File: src/hdl/rrpci_pkg.sv
// Shared constants and types of the random reset and power-cycle injector.
package rrpci_pkg;

	// Field widths.
	localparam int SEED_W  = 31;
	localparam int DELAY_W = 14;
	localparam int HOLD_W  = 10;
	localparam int DRAW_W  = 14;
	localparam int MUL_W   = 18;
	localparam int CNT_W   = 5;

	// Generator step: seed = seed * LCG_MUL + LCG_ADD, modulo 2^31.
	localparam logic [MUL_W-1:0]  LCG_MUL  = 18'd214013;
	localparam logic [SEED_W-1:0] LCG_ADD  = 31'd2531011;
	localparam int                DRAW_LSB = 16;

	// Interval drawn for the next event is DELAY_BASE + draw mod DELAY_SPAN.
	localparam logic [DELAY_W-1:0] DELAY_BASE = 14'd5000;
	localparam logic [DELAY_W-1:0] DELAY_SPAN = 14'd5000;

	// Register values after reset.
	localparam logic [SEED_W-1:0]  SEED_RESET  = 31'd1;
	localparam logic [DELAY_W-1:0] FIRST_RESET = 14'd5000;
	localparam logic [HOLD_W-1:0]  HOLD_RESET  = 10'd500;

	// Configuration register indexes.
	localparam int              CFG_IDX_W   = 2;
	localparam logic [CFG_IDX_W-1:0] CFG_SEED  = 2'd0;
	localparam logic [CFG_IDX_W-1:0] CFG_FIRST = 2'd1;
	localparam logic [CFG_IDX_W-1:0] CFG_HOLD  = 2'd2;

	// One result item.
	typedef struct packed {
		logic               power_on;
		logic               reset_released;
		logic               frozen;
		logic               event_fired;
		logic               event_is_reset;
		logic [DELAY_W-1:0] next_delay;
	} res_t;

endpackage

File: src/hdl/rrpci_if.sv
// Handshake channels of the injector: tick requests, result requests and register writes.
interface rrpci_tick_if;
	logic valid;
	logic ready;
	logic fail_in;

	modport source (output valid, output fail_in, input ready);
	modport sink (input valid, input fail_in, output ready);
endinterface

interface rrpci_res_if;
	logic                         valid;
	logic                         ready;
	logic                         power_on;
	logic                         reset_released;
	logic                         frozen;
	logic                         event_fired;
	logic                         event_is_reset;
	logic [rrpci_pkg::DELAY_W-1:0] next_delay;

	modport source (output valid, output power_on, output reset_released, output frozen,
		output event_fired, output event_is_reset, output next_delay, input ready);
	modport sink (input valid, input power_on, input reset_released, input frozen,
		input event_fired, input event_is_reset, input next_delay, output ready);
endinterface

interface rrpci_cfg_if;
	logic                           valid;
	logic                           ready;
	logic [rrpci_pkg::CFG_IDX_W-1:0] index;
	logic [rrpci_pkg::SEED_W-1:0]    data;

	modport source (output valid, output index, output data, input ready);
	modport sink (input valid, input index, input data, output ready);
endinterface

File: src/hdl/rrpci_lcg.sv
// Bit-serial generator step: one seed bit per cycle through a constant multiplier and adder.
module rrpci_lcg (
	input  logic                         clk,
	input  logic                         arst_n,
	input  logic                         start,
	input  logic [rrpci_pkg::SEED_W-1:0] seed_in,
	output logic                         done,
	output logic [rrpci_pkg::SEED_W-1:0] seed_out
);

	localparam logic [rrpci_pkg::CNT_W-1:0] LAST = rrpci_pkg::CNT_W'(rrpci_pkg::SEED_W - 1);

	logic [rrpci_pkg::SEED_W-1:0] sh_q;
	logic [rrpci_pkg::SEED_W-1:0] res_q;
	logic [rrpci_pkg::MUL_W-1:0]  acc_q;
	logic                         carry_q;
	logic [rrpci_pkg::CNT_W-1:0]  cnt_q;
	logic                         busy_q;
	logic                         done_q;

	logic [rrpci_pkg::MUL_W:0] prod;
	logic [1:0]                bit_sum;

	// Partial product of the current seed bit, then the constant addend bit.
	always_comb begin
		prod = {1'b0, acc_q} + (sh_q[0] ? {1'b0, rrpci_pkg::LCG_MUL} : '0);
		bit_sum = {1'b0, prod[0]} + {1'b0, rrpci_pkg::LCG_ADD[cnt_q]} + {1'b0, carry_q};
	end

	// Control of the serial pass.
	always_ff @(posedge clk or negedge arst_n) begin
		if (!arst_n) begin
			busy_q <= 1'b0;
			done_q <= 1'b0;
			cnt_q  <= '0;
		end else begin
			done_q <= busy_q && (cnt_q == LAST);
			if (start) begin
				busy_q <= 1'b1;
				cnt_q  <= '0;
			end else if (busy_q) begin
				cnt_q <= cnt_q + 1'b1;
				if (cnt_q == LAST) begin
					busy_q <= 1'b0;
				end
			end
		end
	end

	// Datapath: result bits shift in from the top, LSB first.
	always_ff @(posedge clk) begin
		if (start) begin
			sh_q    <= seed_in;
			acc_q   <= '0;
			carry_q <= 1'b0;
		end else if (busy_q) begin
			sh_q    <= sh_q >> 1;
			acc_q   <= prod[rrpci_pkg::MUL_W:1];
			carry_q <= bit_sum[1];
			res_q   <= {bit_sum[0], res_q[rrpci_pkg::SEED_W-1:1]};
		end
	end

	assign done     = done_q;
	assign seed_out = res_q;

endmodule

File: src/hdl/random_reset_power_cycle_injector_core.sv
// Top level of the random reset and power-cycle injector.
// Each tick request gives one result request. A tick on which no event starts is handled in the
// cycle it is taken. Its result is registered in the staging register and then in the output
// register, and the next tick can be taken once the staging register has been emptied. A tick
// that starts an event runs two generator steps through the bit-serial multiplier, then the
// compare-and-subtract steps of the interval reduction, and the finishing step. A finished result
// waits in a staging register and then in the output register, so one new tick is taken while a
// result is still unread.
// Register writes are taken at any time and are meant to come while the block is idle.
module random_reset_power_cycle_injector_core (
	input  logic        clk,
	input  logic        arst_n,
	rrpci_cfg_if.sink   cfg,
	rrpci_tick_if.sink  tick,
	rrpci_res_if.source result
);

	localparam logic [2:0] ST_IDLE  = 3'd0;
	localparam logic [2:0] ST_DRAW1 = 3'd1;
	localparam logic [2:0] ST_DRAW2 = 3'd2;
	localparam logic [2:0] ST_MOD   = 3'd3;

	logic [2:0]                      state_q;
	logic [rrpci_pkg::SEED_W-1:0]    seed_q;
	logic [rrpci_pkg::DELAY_W-1:0]   countdown_q;
	logic [rrpci_pkg::HOLD_W-1:0]    hold_ticks_q;
	logic [rrpci_pkg::HOLD_W-1:0]    hold_count_q;
	logic                            holding_q;
	logic                            hold_is_reset_q;
	logic [rrpci_pkg::DELAY_W-1:0]   pending_delay_q;
	logic                            stopped_q;
	logic [rrpci_pkg::DRAW_W-1:0]    rem_q;
	logic                            kind_q;
	logic                            res_pend_q;
	rrpci_pkg::res_t                 res_q;
	logic                            out_valid_q;
	rrpci_pkg::res_t                 out_q;

	logic                            accept;
	logic                            is_event;
	logic                            lcg_start;
	logic                            lcg_done;
	logic [rrpci_pkg::SEED_W-1:0]    lcg_seed_in;
	logic [rrpci_pkg::SEED_W-1:0]    lcg_seed_out;
	logic [rrpci_pkg::HOLD_W-1:0]    hold_dec;
	logic [rrpci_pkg::HOLD_W-1:0]    hold_first;
	logic [rrpci_pkg::DELAY_W-1:0]   new_delay;
	logic                            out_load;

	// Handshakes and event detection.
	assign accept    = tick.valid && tick.ready;
	assign tick.ready = (state_q == ST_IDLE) && !res_pend_q;
	assign cfg.ready  = 1'b1;
	assign is_event   = !stopped_q && !holding_q && !tick.fail_in && (countdown_q == '0);
	assign lcg_start  = (accept && is_event) || ((state_q == ST_DRAW1) && lcg_done);
	assign lcg_seed_in = (state_q == ST_DRAW1) ? lcg_seed_out : seed_q;
	assign out_load   = res_pend_q && (!out_valid_q || result.ready);

	// Hold counter arithmetic and the drawn interval.
	always_comb begin
		hold_dec   = (hold_count_q != '0) ? hold_count_q - 1'b1 : hold_count_q;
		hold_first = (hold_ticks_q == '0) ? '0 : hold_ticks_q - 1'b1;
		new_delay  = rrpci_pkg::DELAY_BASE + rem_q;
	end

	rrpci_lcg u_lcg (
		.clk      (clk),
		.arst_n   (arst_n),
		.start    (lcg_start),
		.seed_in  (lcg_seed_in),
		.done     (lcg_done),
		.seed_out (lcg_seed_out)
	);

	// Tick sequencer and injector state.
	always_ff @(posedge clk or negedge arst_n) begin
		if (!arst_n) begin
			state_q         <= ST_IDLE;
			seed_q          <= rrpci_pkg::SEED_RESET;
			countdown_q     <= rrpci_pkg::FIRST_RESET;
			hold_ticks_q    <= rrpci_pkg::HOLD_RESET;
			hold_count_q    <= '0;
			holding_q       <= 1'b0;
			hold_is_reset_q <= 1'b0;
			pending_delay_q <= '0;
			stopped_q       <= 1'b0;
			res_pend_q      <= 1'b0;
		end else begin
			if (out_load) begin
				res_pend_q <= 1'b0;
			end

			// Register writes.
			if (cfg.valid && cfg.ready) begin
				unique case (cfg.index)
					rrpci_pkg::CFG_SEED: begin
						seed_q <= cfg.data;
					end
					rrpci_pkg::CFG_FIRST: begin
						countdown_q <= cfg.data[rrpci_pkg::DELAY_W-1:0];
					end
					rrpci_pkg::CFG_HOLD: begin
						hold_ticks_q <= cfg.data[rrpci_pkg::HOLD_W-1:0];
					end
					default: begin
					end
				endcase
			end

			unique case (state_q)
				ST_IDLE: begin
					if (accept) begin
						res_q <= '{power_on: 1'b1, reset_released: 1'b1, frozen: stopped_q,
							event_fired: 1'b0, event_is_reset: 1'b0, next_delay: '0};
						if (stopped_q) begin
							res_pend_q <= 1'b1;
						end else if (holding_q) begin
							res_q.power_on       <= hold_is_reset_q;
							res_q.reset_released <= !hold_is_reset_q;
							hold_count_q         <= hold_dec;
							if (hold_dec == '0) begin
								holding_q   <= 1'b0;
								countdown_q <= pending_delay_q;
							end
							res_pend_q <= 1'b1;
						end else if (tick.fail_in) begin
							stopped_q    <= 1'b1;
							res_q.frozen <= 1'b1;
							res_pend_q   <= 1'b1;
						end else if (is_event) begin
							state_q <= ST_DRAW1;
						end else begin
							countdown_q <= countdown_q - 1'b1;
							res_pend_q  <= 1'b1;
						end
					end
				end
				ST_DRAW1: begin
					if (lcg_done) begin
						rem_q   <= lcg_seed_out[rrpci_pkg::DRAW_LSB +: rrpci_pkg::DRAW_W];
						state_q <= ST_DRAW2;
					end
				end
				ST_DRAW2: begin
					if (lcg_done) begin
						seed_q  <= lcg_seed_out;
						kind_q  <= lcg_seed_out[rrpci_pkg::DRAW_LSB];
						state_q <= ST_MOD;
					end
				end
				ST_MOD: begin
					// Reduce the first draw one subtraction a cycle, then start the hold.
					if (rem_q >= rrpci_pkg::DELAY_SPAN) begin
						rem_q <= rem_q - rrpci_pkg::DELAY_SPAN;
					end else begin
						pending_delay_q <= new_delay;
						hold_is_reset_q <= kind_q;
						hold_count_q    <= hold_first;
						if (hold_first == '0) begin
							holding_q   <= 1'b0;
							countdown_q <= new_delay;
						end else begin
							holding_q <= 1'b1;
						end
						res_q <= '{power_on: kind_q, reset_released: !kind_q, frozen: 1'b0,
							event_fired: 1'b1, event_is_reset: kind_q, next_delay: new_delay};
						res_pend_q <= 1'b1;
						state_q    <= ST_IDLE;
					end
				end
				default: begin
					state_q <= ST_IDLE;
				end
			endcase
		end
	end

	// Output register.
	always_ff @(posedge clk or negedge arst_n) begin
		if (!arst_n) begin
			out_valid_q <= 1'b0;
		end else if (out_load) begin
			out_valid_q <= 1'b1;
		end else if (result.ready) begin
			out_valid_q <= 1'b0;
		end
	end

	always_ff @(posedge clk) begin
		if (out_load) begin
			out_q <= res_q;
		end
	end

	assign result.valid          = out_valid_q;
	assign result.power_on       = out_q.power_on;
	assign result.reset_released = out_q.reset_released;
	assign result.frozen         = out_q.frozen;
	assign result.event_fired    = out_q.event_fired;
	assign result.event_is_reset = out_q.event_is_reset;
	assign result.next_delay     = out_q.next_delay;

endmodule
File: src/flat_wrapper.sv
// flat-port wrapper written by rule: the top's interface ports become plain ports
module random_reset_power_cycle_injector_core_flat 
  (clk, arst_n, cfg_valid, cfg_index, cfg_data, cfg_ready, tick_valid, tick_fail_in, tick_ready, result_valid, result_power_on, result_reset_released, result_frozen, result_event_fired, result_event_is_reset, result_next_delay, result_ready);
  rrpci_cfg_if cfg_i ();
  rrpci_tick_if tick_i ();
  rrpci_res_if result_i ();
  input  logic clk;
  input  logic arst_n;
  input wire logic [$bits(cfg_i.valid)-1:0] cfg_valid;
  input wire logic [$bits(cfg_i.index)-1:0] cfg_index;
  input wire logic [$bits(cfg_i.data)-1:0] cfg_data;
  output wire logic [$bits(cfg_i.ready)-1:0] cfg_ready;
  input wire logic [$bits(tick_i.valid)-1:0] tick_valid;
  input wire logic [$bits(tick_i.fail_in)-1:0] tick_fail_in;
  output wire logic [$bits(tick_i.ready)-1:0] tick_ready;
  output wire logic [$bits(result_i.valid)-1:0] result_valid;
  output wire logic [$bits(result_i.power_on)-1:0] result_power_on;
  output wire logic [$bits(result_i.reset_released)-1:0] result_reset_released;
  output wire logic [$bits(result_i.frozen)-1:0] result_frozen;
  output wire logic [$bits(result_i.event_fired)-1:0] result_event_fired;
  output wire logic [$bits(result_i.event_is_reset)-1:0] result_event_is_reset;
  output wire logic [$bits(result_i.next_delay)-1:0] result_next_delay;
  input wire logic [$bits(result_i.ready)-1:0] result_ready;
  assign cfg_i.valid = cfg_valid;
  assign cfg_i.index = cfg_index;
  assign cfg_i.data = cfg_data;
  assign cfg_ready = cfg_i.ready;
  assign tick_i.valid = tick_valid;
  assign tick_i.fail_in = tick_fail_in;
  assign tick_ready = tick_i.ready;
  assign result_valid = result_i.valid;
  assign result_power_on = result_i.power_on;
  assign result_reset_released = result_i.reset_released;
  assign result_frozen = result_i.frozen;
  assign result_event_fired = result_i.event_fired;
  assign result_event_is_reset = result_i.event_is_reset;
  assign result_next_delay = result_i.next_delay;
  assign result_i.ready = result_ready;
  random_reset_power_cycle_injector_core u_core (.clk(clk), .arst_n(arst_n), .cfg(cfg_i), .tick(tick_i), .result(result_i));
endmodule
File: config.mk
export PLATFORM = sky130hd
export DESIGN_NAME = random_reset_power_cycle_injector_core_flat
export DESIGN_NICKNAME = d
export VERILOG_FILES = /design/src/hdl/rrpci_pkg.sv /design/src/hdl/rrpci_if.sv /design/src/hdl/rrpci_lcg.sv /design/src/hdl/random_reset_power_cycle_injector_core.sv /design/src/flat_wrapper.sv
export SDC_FILE = /design/constraint.sdc
export NUM_CORES = 1
export LEC_CHECK = 0
export CORE_AREA = 2 2 166 168
export DETAILED_ROUTE_END_ITERATION = 10
export DIE_AREA = 0 0 168 170
export DONT_BUFFER_PORTS = 1
export SYNTH_ARGS = -nofsm -noshare
export SYNTH_HDL_FRONTEND = slang
export SYNTH_HIERARCHICAL = 1
export SYNTH_SLANG_ARGS = --single-unit
File: constraint.sdc
create_clock -name clk -period 3.3 [get_ports clk]
set_clock_uncertainty 0.15 [all_clocks]
set_input_delay 0.66 -clock clk [delete_from_list [all_inputs] [get_ports clk]]
set_output_delay 0.66 -clock clk [all_outputs]
set_load 0.05 [all_outputs]
==> results.cfg, run 1 <==
[routing]
drt_wl_total_um = 29960
firstDrtPassIters = 5
drt_iter0_drc = 538
viasPerCell = 5.901
drc_errors = 0
wl_per_cell_um = 20.05
ant_nets = 0
vias = 8816

[placed_design]
numPortBuffers = 0
gp_congestion = 0.9341
placed_cells = 1444
placed_area_um2 = 12900
post-place-ws_ns = 0.2210
hpwl_um = 20980

[synthesis]
synth.area.top_cells = edfxtp_1, dfrtp_1, mux2_2
yosysSeqAreaShare_pct = 49.59
async_reset_ff_share_pct = 40.97
yosysMostFrequentCell = edfxtp_1
synth_common_cells = edfxtp_1, nand2_1, mux2_2
avgSynthCellArea_um2 = 10.99
yosys.cell_types.count = 98
synth_area_um2 = 12450
synth_top_area_share_pct = 27.73
synth-edff-count = 115
yosys.area.top_type = edfxtp_1
synth_seq_cells = 227
netlist_instances = 1133
synth_ff_type = edfxtp_1
synth_warnings = 6
synth_nets = 1202

[worst_setup_path]
worst-r2r-cell-count = 6
crit_slowest_cell = or4_1
cpLargestDelayFamily = simple AND/OR/NAND/NOR gates
critPathMaxFanout = 31
rrSetupSlack_ns = 0.21
crit_required_ns = 3.44
cp.arrival_ns = 3.24
r2r-end = u_core/u_lcg/sh_q[4]$_DFFE_PP_
critPathKind = reg2reg
cpPeakStageDelay_ns = 0.59
startpoint_type = register
crit_buf_inv = 1
path_cells = or4_1 > nor4_1 > nand2_1 > o21ai_4 > buf_4 > mux2_2
worstSetupEndpointType = register
timing.rr.start = u_core/countdown_q[7]$_DFF_PN1_

[power]
clkPwrFrac_pct = 21.9
power_frac_comb_pct = 38.1
power_density_nw_per_um2 = 944.1
p_seq_share_pct = 40.0
intPower_mw = 8.010
finalPower_mw = 13.02
leakagePower_nw = 5.063
ir_drop_v = 0.0005442
switching_share_pct = 38.50
power_switching_mw = 5.014

[sta]
fin_crit_ns = 3.093
setup_violations = 0
holdWs_ns = 0.1119
tns_ns = 0
period_share_pct = 93.71
rsz0062_at_grt = false
hold_viol = 0
worst_pin_slew_ns = 0.9360
slew_headroom_pct = 37.37
fmaxAchievable_ghz = 0.3234
slew_viol_final = 0
setup_slack_ns = 0.2074

[hold_path]
hold_class = in2reg
hold_end = u_core/hold_ticks_q[0]$_DFFE_PN0P_
hp-start = cfg_data[0]
hold_depth = 1

[clocking]
clockBufferDepth = 3
cts_tree = built
clock_latency_ns = 0.55
cts_buffers = 26
clkSinkCount = 227
htree_levels = 1
cts.clk_slew.worst_paths_ns = 0.06
clockRootBuffer = clkbuf_16

[final_layout]
nFillCells = 2365
n_antenna_cell = 0
multiInputGateArea_um2 = 5874
post-route-util_pct = 51.77
regArea_um2 = 6176
fin_nets = 1202
drive_gt1_share_pct = 19.43
syn2layout_area_growth_pct = 10.77
fin_cells = 1494
final_area_um2 = 13800

[grt]
grt_antenna_before_repair = 1
grt_overflow = 0
grt_pass1_vias = 8837
grt_max_degree = 94
track_usage_pct = 21.17
grt_pass1_wl_um = 48110

[floorplanning]
initial_utilization_pct = 46.73
num_rows = 60
fp.coreArea_um2 = 26650
die_h_um = 170
die_w_um = 168
dieArea_um2 = 28560
io_pins = 61

[run]
drv_cap = 0

[outcome]
status = finished clean
## cell usage in the layout, fill, tap and decap left out, types with 21 or more instances in the layout
cell	count
mux2i_1	55
o21ai_0	57
ha_1	28
nand2_1	104
nor2_1	86
clkbuf_16	26
mux2_2	89
a21oi_1	42
inv_1	27
nor3_1	24
dfrtp_1	81
buf_4	37
edfxtp_1	115
nand3_1	21
## cell type report
cell class	instances	share of cell area, %
flip-flops and latches	227	44.77
multi-input cells	807	42.58
clock buffers	37	5.161
well taps	341	3.093
repair buffers	41	2.576
clock inverters	11	0.9795
inverters	30	0.8435
## registers in the layout, summed over array words and instances, names as in the netlist, 2 cells and up
name / count
u_core/countdown_q: 14
u_core/hold_count_q: 10
u_core/hold_ticks_q: 10
u_core/pending_delay_q: 14
u_core/rem_q: 14
u_core/res_q: 19
u_core/result.next_delay: 14
u_core/seed_q: 31
u_core/state_q: 2
u_core/u_lcg/acc_q: 18
u_core/u_lcg/cnt_q: 5
u_core/u_lcg/seed_out: 31
u_core/u_lcg/sh_q: 31
## routing by layer
metal,GRT usage [%],wire [um],up-vias
li1,-,-,4248
met1,28.88,13780,4317
met2,33.96,13580,203
met3,4.116,1676,48
met4,7.221,922,0
met5,0,0,-
## cells by family (layout without fill, tap and decap cells)
group / count (synthesis) / in the layout / share of synthesized area (%)
flops: 227 / 227 / 49.59
simple gates: 349 / 349 / 14.41
fa+ha+maj: 30 / 30 / 3.074
buf+inv: 99 / 119 / 3.476
other cells: 1 / 1 / 0.03011
mux: 144 / 144 / 12.47
xor+xnor: 37 / 37 / 2.602
compound gates: 246 / 246 / 14.36
## worst max path at each step
stage                                                  start                                  end  slack (ns)  cells past startpoint
final                        u_core/countdown_q[7]$_DFF_PN1_       u_core/u_lcg/sh_q[4]$_DFFE_PP_        0.21                      6
after global routing         u_core/countdown_q[7]$_DFF_PN1_  u_core/u_lcg/acc_q[13]$_SDFFE_PP0P_       0.007                      8
after CTS                    u_core/countdown_q[7]$_DFF_PN1_       u_core/u_lcg/sh_q[4]$_DFFE_PP_        0.21                      6
after detailed placement     u_core/countdown_q[7]$_DFF_PN1_  u_core/u_lcg/acc_q[13]$_SDFFE_PP0P_        0.22                      8
after global placement    u_core/hold_ticks_q[0]$_DFFE_PN0P_      u_core/countdown_q[4]$_DFF_PN0_        0.25                     11
after floorplan                u_core/state_q[0]$_DFFE_PN0P_      u_core/u_lcg/sh_q[19]$_DFFE_PP_        0.01                      9
## power groups by stage
stage          logic [mW]  registers (mW)  clock network, mW
2_1_floorplan        3.91            4.87                  0
3_3_place_gp         4.88            5.24                  0
3_5_place_dp         4.91            5.25                  0
4_1_cts              4.97            5.21               2.91
5_1_grt              5.49            5.36               3.02
6_report             4.96            5.21               2.85
## worst reg2reg max path, stage by stage (launching register included)
cell and delay, ns:
dfstp_2 0.40, or4_1 0.59, nor4_1 0.38, nand2_1 0.29, o21ai_4 0.27, buf_4 0.37, mux2_2 0.39
## timing repair
action | 4_1_cts | 5_1_grt
hold buffers | 2 | 0
gates resized for setup | 0 | 2
setup buffers | 0 | 0
setup endpoints to repair | 0 | 2
endpoints found under the hold margin | 93 | 0
Note: power is estimated with default switching activity, not from simulation.
==> run 2: changes to the inputs <==
--- a/config.mk
+++ b/config.mk
@@ -5,9 +5,10 @@
 export SDC_FILE = /design/constraint.sdc
 export NUM_CORES = 1
 export LEC_CHECK = 0
-export CORE_AREA = 2 2 166 168
+export ABC_AREA = 1
+export CORE_AREA = 2 2 169 171
 export DETAILED_ROUTE_END_ITERATION = 10
-export DIE_AREA = 0 0 168 170
+export DIE_AREA = 0 0 171 173
 export DONT_BUFFER_PORTS = 1
 export SYNTH_ARGS = -nofsm -noshare
 export SYNTH_HDL_FRONTEND = slang
==> run 2 against run 1 <==
Hold slack worse by 0.0037 ns. Wire length is 4.5% higher. Area after synthesis grew 3.1%. Global-route usage rose by 0.30 points. Cell area increased by 2.0%. Critical path depth increased by 5.
==> results.cfg, run 2 <==
[routing]
wl_per_cell_um = 15.35
drt_wl_total_um = 31320
viasPerCell = 5.116
drc_errors = 0
ant_nets = 0
drt_iter0_drc = 620
vias = 10437
firstDrtPassIters = 5

[worst_setup_path]
cp.arrival_ns = 3.24
critPathKind = reg2reg
critPathMaxFanout = 15
worst-r2r-cell-count = 11
worstSetupEndpointType = register
startpoint_type = register
crit_required_ns = 3.60

[clocking]
postCtsSetupBuffers = 0
cts_tree = built
clockBufferDepth = 3
cts.clk_slew.worst_paths_ns = 0.06
cts_buffers = 26
clkSinkCount = 227
clock_latency_ns = 0.53
clockRootBuffer = clkbuf_16
cts_resized = 0
htree_levels = 1

[power]
power_density_nw_per_um2 = 473.3
finalPower_mw = 6.661
ir_drop_v = 0.0003650
leakagePower_nw = 6.549

[synthesis]
synth_top_area_share_pct = 26.90
synth_xor_area_share_pct = 1.228
synth.area.top_cells = edfxtp_1, dfrtp_1, nand2_1
avgSynthCellArea_um2 = 7.784
synth_compound_area_share_pct = 11.02
synth_ff_type = edfxtp_1
yosys.area.top_type = edfxtp_1
yosys.cell_types.count = 49
synth_top_family_by_area = simple AND/OR/NAND/NOR gates
synth-edff-count = 115
netlist_instances = 1649
synth_warnings = 6
synth_seq_cells = 227
async_reset_ff_share_pct = 40.97
yosysSeqAreaShare_pct = 48.11
synth_common_cells = nand2_1, inv_1, o21ai_0
synth_nets = 1718
yosysMostFrequentCell = nand2_1
synth_fa_ha_area_share_pct = 2.983
synth_area_um2 = 12840
synth_simple_gate_area_share_pct = 27.79
synth_mux_area_share_pct = 0

[floorplanning]
die_w_um = 171
num_rows = 61
initial_utilization_pct = 46.46
dieArea_um2 = 29580
io_pins = 61
fp.coreArea_um2 = 27630
die_h_um = 173

[grt]
track_usage_pct = 21.47
grt_pass1_wl_um = 51390
grt_max_degree = 94
grt_overflow = 0
grt_pass1_vias = 10011
grt_antenna_before_repair = 6

[sta]
tns_ns = 0
hold_viol = 0
slew_headroom_pct = 13.00
slew_viol_final = 0
fmaxAchievable_ghz = 0.3402
rsz0062_at_grt = false
fin_crit_ns = 2.939
setup_violations = 0
worst_pin_slew_ns = 1.300
period_share_pct = 89.06

[run]
drv_cap = 0

[placed_design]
hpwl_um = 21640
placed_cells = 1986
gp_congestion = 0.8597
numPortBuffers = 0

[final_layout]
nFillCells = 2750
mostFrequentLayoutCells = nand2_1, inv_1, o21ai_0
fin_nets = 1707
fin_cells = 2040
drive_gt1_share_pct = 8.142
final_common_cell = nand2_1
syn2layout_area_growth_pct = 9.640

[hold_path]
hold_class = in2reg
hold_depth = 2

[outcome]
status = finished clean
## run 2: changes by cell type after synthesis, sizes merged, moves of 17 or more
cell / change
nor2: +42
a21oi: +37
nand4: +17
o21ai: +117
xnor2: -19
nand2: +441
mux2i: -55
inv: +172
nand3: +97
mux2: -89
nor3: -19
## run 2: worst max-delay path: stages, from the launching register on
cell and delay [ns]:
dfrtp_1 0.40, inv_1 0.10, ha_1 0.27, inv_2 0.12, nor2_2 0.04, nand2_1 0.14, nor2_1 0.08, nor2_1 0.97
inv_1 0.15, nand4_1 0.21, nor3_1 0.07, a21oi_1 0.14
## run 2: layout make-up
type | count | area (um^2) | area share, %
sequential | 227 | 6176 | 43.88
multi-input combinational | 1156 | 5544 | 39.39
inverter | 202 | 758.2 | 5.388
clock buffer | 31 | 690.7 | 4.908
tap | 378 | 473.0 | 3.361
clock inverter | 17 | 211.5 | 1.502
timing repair buffer | 25 | 210.2 | 1.494
antenna | 4 | 10.01 | 0.07112
## run 2: kinds of logic after synthesis
group                    Yosys count
AO/OA/AOI/OAI                    273
AND/OR/NAND/NOR                  834
flip-flops                       227
XOR/XNOR                          18
buffers and inverters            266
adder cells (fa/ha/maj)           30
other                              1
## run 2: worst paths after layout
| path | startpoint | end | slack [ns] |
|---|---|---|---|
| max | u_core/state_q[0]$_DFFE_PN0P_ | u_core/state_q[0]$_DFFE_PN0P_ | 0.36 |
| min | cfg_data[6] | u_core/hold_ticks_q[6]$_DFFE_PN1P_ | 0.11 |
| max reg2reg | u_core/state_q[0]$_DFFE_PN0P_ | u_core/state_q[0]$_DFFE_PN0P_ | 0.36 |
| min reg2reg | u_core/res_q[8]$_SDFFCE_PN0P_ | u_core/result.next_delay[8]$_DFFE_PP_ | 0.27 |
| max in group asynchronous | arst_n | u_core/hold_ticks_q[5]$_DFFE_PN1P_ | 1.94 |
| min in group asynchronous | arst_n | u_core/hold_is_reset_q$_DFFE_PN0P_ | 0.64 |
## run 2: repair_timing
| action | CTS | global route |
|---|---|---|
| endpoints found under the hold margin | 93 | 0 |
| hold buffers | 2 | 0 |
| setup endpoints to repair | 0 | 0 |
## run 2: power breakdown
group	switching [mW]	leakage [nW]	internal, mW
clock network	1.15	0.442	1.88
logic	0.339	3.76	0.166
registers	0.0510	2.35	3.08
## run 2: through the flow
stage               hold WS, ns  utilization, %  setup slack (ns)  area (um^2)
CTS                     0.08595           50.90            0.4017        14060
global placement         0.2218           47.50            0.5380        13120
global route            0.09568           50.91            0.1363        14070
finish                   0.1082           50.94            0.3609        14070
detailed placement       0.2196           47.50            0.4433        13120
floorplan                0.2144               -            0.1462        12840
## run 2: routing by layer
layer | up-vias | part of all wire [%] | GRT usage (%)
met5 | - | 0.086 | 0
met4 | 4 | 2.6 | 5.756
met3 | 57 | 5.2 | 3.685
met2 | 251 | 45 | 35.38
met1 | 4810 | 47 | 29.20
li1 | 5315 | - | -
